### config.mk
export PLATFORM = sky130hd
export DESIGN_NAME = sase_front_flat
export DESIGN_NICKNAME = d
export VERILOG_FILES = /design/src/hdl/sase_pkg.sv /design/src/hdl/sase_req_if.sv /design/src/hdl/sase_front.sv /design/src/flat_wrapper.sv
export SDC_FILE = /design/constraint.sdc
export NUM_CORES = 1
export LEC_CHECK = 0
export BUFFER_PORTS_ARGS = -buffer_cell sky130_fd_sc_hd__buf_2
export CAP_MARGIN = 20
export CORE_MARGIN = 2
export CORE_UTILIZATION = 35
export CTS_CLUSTER_DIAMETER = 40
export DETAILED_ROUTE_END_ITERATION = 16
export SETUP_SLACK_MARGIN = 0.3
export SLEW_MARGIN = 20
export SYNTH_ARGS = -nofsm -noshare
export SYNTH_HDL_FRONTEND = slang
export SYNTH_SLANG_ARGS = --single-unit
### constraint.sdc
create_clock -name clk -period 2 [get_ports clk]
set_input_delay 0.2 -clock clk [delete_from_list [all_inputs] [get_ports clk]]
set_output_delay 0.2 -clock clk [all_outputs]
set_load 0.01 [all_outputs]
### src/hdl/sase_pkg.sv
// ----------------------------------------------------------------------------
// sase_pkg: shared types and constants of the sorted array set engine
// Operation codes, request classes and the queue item carried from the
// front end to the store.
// ----------------------------------------------------------------------------
package sase_pkg;

  // fixed field widths of the request and result channels
  localparam int OP_W      = 2;
  localparam int ELEMENT_W = 32;
  localparam int COUNT_W   = 7;

  // operation codes on the request channel
  localparam logic [OP_W-1:0] OP_INSERT = 2'd0;
  localparam logic [OP_W-1:0] OP_REMOVE = 2'd1;
  localparam logic [OP_W-1:0] OP_QUERY  = 2'd2;

  // request queue between front end and store
  localparam int QUEUE_DEPTH = 2;
  localparam int QUEUE_PTR_W = $clog2(QUEUE_DEPTH);
  localparam int QUEUE_LVL_W = $clog2(QUEUE_DEPTH + 1);

  // request class after decoding
  typedef enum logic [1:0] {
    KIND_INSERT = 2'd0,
    KIND_REMOVE = 2'd1,
    KIND_QUERY  = 2'd2
  } kind_t;

  // one decoded request
  typedef struct packed {
    kind_t                kind;
    logic [ELEMENT_W-1:0] value;
  } req_item_t;

  // head of the request queue as seen by the store
  typedef struct packed {
    logic      valid;
    req_item_t item;
  } queue_head_t;

endpackage

### src/hdl/sase_req_if.sv
// ----------------------------------------------------------------------------
// sase_req_if: request channel
// Valid/ready channel carrying one operation and one value per item.
// ----------------------------------------------------------------------------
interface sase_req_if
  import sase_pkg::*;
();
  logic                 valid;
  logic                 ready;
  logic [OP_W-1:0]      operation;
  logic [ELEMENT_W-1:0] element_value;

  modport source (output valid, output operation, output element_value, input ready);
  modport sink   (input valid, input operation, input element_value, output ready);
endinterface

### src/hdl/sase_front.sv
// ----------------------------------------------------------------------------
// sase_front: request front end
// Accepts request items, decodes the operation into a request class and
// holds them in a short queue until the store takes them.
// ----------------------------------------------------------------------------
module sase_front
  import sase_pkg::*;
(
  input  logic        clk,
  input  logic        rst,
  sase_req_if.sink    request,
  output queue_head_t head,
  input  logic        pop
);

  req_item_t               slots [QUEUE_DEPTH];
  logic [QUEUE_PTR_W-1:0]  wr_ptr;
  logic [QUEUE_PTR_W-1:0]  rd_ptr;
  logic [QUEUE_LVL_W-1:0]  level;
  req_item_t               decoded;
  logic                    push;
  logic                    do_pop;

  // decode the operation; the spare code behaves as a query
  always_comb begin
    decoded.value = request.element_value;
    unique case (request.operation)
      OP_INSERT: decoded.kind = KIND_INSERT;
      OP_REMOVE: decoded.kind = KIND_REMOVE;
      OP_QUERY:  decoded.kind = KIND_QUERY;
      default:   decoded.kind = KIND_QUERY;
    endcase
  end

  assign request.ready = (level != QUEUE_LVL_W'(QUEUE_DEPTH));
  assign push          = request.valid && request.ready;
  assign do_pop        = pop && (level != '0);

  assign head.valid = (level != '0);
  assign head.item  = slots[rd_ptr];

  // store pushed items
  always_ff @(posedge clk) begin
    if (push) begin
      slots[wr_ptr] <= decoded;
    end
  end

  // advance pointers and level
  always_ff @(posedge clk) begin
    if (rst) begin
      wr_ptr <= '0;
      rd_ptr <= '0;
      level  <= '0;
    end else begin
      if (push) begin
        wr_ptr <= (wr_ptr == QUEUE_PTR_W'(QUEUE_DEPTH - 1)) ? '0 : wr_ptr + 1'b1;
      end
      if (do_pop) begin
        rd_ptr <= (rd_ptr == QUEUE_PTR_W'(QUEUE_DEPTH - 1)) ? '0 : rd_ptr + 1'b1;
      end
      case ({push, do_pop})
        2'b10:   level <= level + 1'b1;
        2'b01:   level <= level - 1'b1;
        default: level <= level;
      endcase
    end
  end

endmodule

### src/flat_wrapper.sv
// flat-port wrapper written by rule: the top's interface ports become plain ports
module sase_front_flat import sase_pkg::*;
  (clk, rst, head, pop, request_valid, request_operation, request_element_value, request_ready);
  sase_req_if request_i ();
  input  logic clk;
  input  logic rst;
  output queue_head_t head;
  input  logic pop;
  input wire logic [$bits(request_i.valid)-1:0] request_valid;
  input wire logic [$bits(request_i.operation)-1:0] request_operation;
  input wire logic [$bits(request_i.element_value)-1:0] request_element_value;
  output wire logic [$bits(request_i.ready)-1:0] request_ready;
  assign request_i.valid = request_valid;
  assign request_i.operation = request_operation;
  assign request_i.element_value = request_element_value;
  assign request_ready = request_i.ready;
  sase_front u_core (.clk(clk), .rst(rst), .request(request_i), .head(head), .pop(pop));
endmodule
==> metrics <==
Remaining DRCs=0; Clock H-tree levels=3; Inst Count DP=302; r2r endpoint=u_core.slots[0][17]; Ys Warns=0; Pre-Repair DR Iteration Count=4; Initial Utilization=36.5%; area of the multi-input gates=517 um2; final std cells w/o fill=319; port buffer count=73; share of the synthesized area in the top cell type=76.3%; n_diodes=0; routed vias/inst=4.44; die width=91.5 um; first-pass GRT wire length=6.82 mm; cells along the critical path=clkbuf_16, mux2_2, buf_2; slowest cell on the critical path=dfxtp_2; Synth area leader=edfxtp_1; Die H=91.5 um; Post-CTS Repair Setup Buffers=0; grt ovf=0; Root Driver=clkbuf_8; count of final hold-check violations=0; worst path required time=1.80 ns; CTS tree=yes; Post-Syn Nets=171; WP depth=3; post-layout util=46.6%; Worst R2R Path Depth=4; row count=31; layout cells sized above 1=58.2%; Synth Register Bits=73; r2r startpoint=u_core.level[0]; RSZ-0062 raised after global routing=no; Pins Over Slew Limit=0; worst-path fanout max=17; largest net degree at the start of global routing=35; I/O pin total=74; CP endpoint kind=output port; Vias=1,416; Slew @ Worst Pin=0.308 ns; setup TNS=0 ns; hold slack final=0.0530 ns; clk_lat worst skew=0.33 ns; Mapped Area=2680 um2; FF/Latch Area=2140 um2; Crit Path Class=reg2out; worst hold-check path type=in2reg; Avg Inst Size Synth=20.3 um2; CP max stage delay=0.39 ns; Avg WL per Cell=14.8 um; Final GP Congestion=0.695; Worst Path Arrival=1.42 ns; max cap viols=0; Max Fclk=0.618 GHz; Worst-path clk slew=0.07 ns; Clock Path Buffers=2; die area=8370 um2; ranking of synthesized cells by area=edfxtp_1, mux2_2, dfxtp_1, buf_2, xnor2_1; Top delay family on crit path=flip-flops; Max VDD drop=0.616 mV; total power=4.30 mW; initial antenna violation count=0; reg2reg setup slack=0.47 ns; Post-Syn Instances=132; Startpoint Class=register; NumNets Final=254; Max transition margin=79.4%; GRT Total Usage=11.2%; synthesis-to-finish area growth=27.7%; DRT iter0 DRCs=40; Final min period=1.62 ns; Num CTS Buffers=9; Distinct cells, synth=21; sequential area share after synthesis=80.0%; Pwr Density=1260 nW/um2; crit path buf inv count=2; CTS sink cnt=73; static leakage=1.27 nW; hold_sp=request_element_value[10]; post-route ant nets=0; pre-CTS setup slack=0.411 ns; DP Wirelength=3.02 mm; final setup vio count=0; post-route cell area=3420 um2; Setup WS post-layout=0.382 ns; Post-Route WL=4.72 mm; critical path endpoint=head[4]; clock skew=0.00519 ns; vias in the first global route=1,435; fillers=649; status=finished clean; core area=7330 um2; DP Area=3210 um2; final period utilization=80.9%
final cells by class:
cell class / count / area share [%]
multi-input cells: 53 / 15.1
clock inverters: 5 / 1.35
inverters: 1 / 0.220
clock buffers: 11 / 3.84
well taps: 99 / 3.62
flip-flops and latches: 73 / 62.7
repair buffers: 77 / 13.2
worst min path at each step:
stage	end	slack, ns	depth (start not counted)
3_3_place_gp	u_core.slots[1][14]	0.39	1
2_1_floorplan	u_core.level[1]	0.27	1
5_1_grt	u_core.slots[1][10]	0.02	1
3_5_place_dp	u_core.slots[1][18]	0.40	1
6_report	u_core.slots[1][10]	0.05	1
4_1_cts	u_core.slots[0][10]	0.03	1
cell families after synthesis:
| family | count (synthesis) | synth area share (%) |
|---|---|---|
| compound gates | 5 | 1.21 |
| xor+xnor | 3 | 0.981 |
| buf+inv | 6 | 1.03 |
| fa+ha+maj | 1 | 0.467 |
| flops | 73 | 80.0 |
| mux | 34 | 14.3 |
| simple gates | 10 | 2.01 |
layout by cell type, fill, tap and decap left out:
| cell type | netlist | routed |
|---|---|---|
| clkinvlp_4 | 0 | 1 |
| xnor2_1 | 2 | 2 |
| nor2_1 | 3 | 3 |
| xor2_1 | 1 | 1 |
| nor2b_1 | 1 | 1 |
| a21bo_2 | 1 | 1 |
| clkbuf_16 | 0 | 1 |
| edfxtp_1 | 68 | 68 |
| and3_2 | 0 | 1 |
| clkbuf_8 | 0 | 9 |
| dfxtp_1 | 5 | 4 |
| bufinv_16 | 0 | 1 |
| clkinv_2 | 0 | 1 |
| buf_2 | 4 | 73 |
| nand3b_1 | 1 | 1 |
| clkbuf_1 | 1 | 2 |
| o21a_1 | 1 | 1 |
| a21oi_1 | 2 | 2 |
| or2_2 | 1 | 1 |
| buf_12 | 0 | 3 |
| nand2_1 | 1 | 1 |
| o21ai_0 | 1 | 1 |
| mux2_2 | 34 | 34 |
| ha_1 | 1 | 1 |
| clkinv_1 | 0 | 3 |
| or3_1 | 1 | 1 |
| nand2b_4 | 0 | 1 |
| dfxtp_2 | 0 | 1 |
where the power goes:
part / internal [mW] / total (mW) / leakage, nW / switching, mW
registers: 1.93 / 2.01 / 0.678 / 0.0812
clock network: 0.563 / 1.05 / 0.0898 / 0.488
logic: 0.629 / 1.24 / 0.503 / 0.610
total: 3.13 / 4.30 / 1.27 / 1.18
cells in the mapped netlist:
cell type,number
nand2b_1,1
o21ai_0,1
nor2_1,3
nor2b_1,1
or2_2,1
nand2_1,1
or3_1,1
dfxtp_1,5
mux2_2,34
clkbuf_1,1
edfxtp_1,68
buf_2,4
nand3b_1,1
and3_1,1
a21oi_1,2
xnor2_1,2
xor2_1,1
o21a_1,1
ha_1,1
inv_1,1
a21bo_2,1
sequential cells by signal (all words and copies together) (netlist names), named ones only:
signal / count
u_core.level: 2
u_core.slots: 68
u_core.wr_ptr: 1
u_core.rd_ptr: 1
worst register-to-register path: cells and delay by family, from the launching register on:
family	cells	cell delay [ns]
simple gates	2	0.32
flops	1	0.41
buf+inv	2	0.50
metal layers:
layer	wire [um]	up-vias	track usage, %
li1	-	670	-
met1	2080	689	13.6
met2	2210	50	16.5
met3	379	7	5.89
met4	50	0	4.92
met5	0	-	0
timing repair:
action                     in CTS  in global routing
hold buffers                    0                  0
gates resized for setup         0                  2
setup endpoints to repair       0                  6
(Power assumes the default switching activity.)
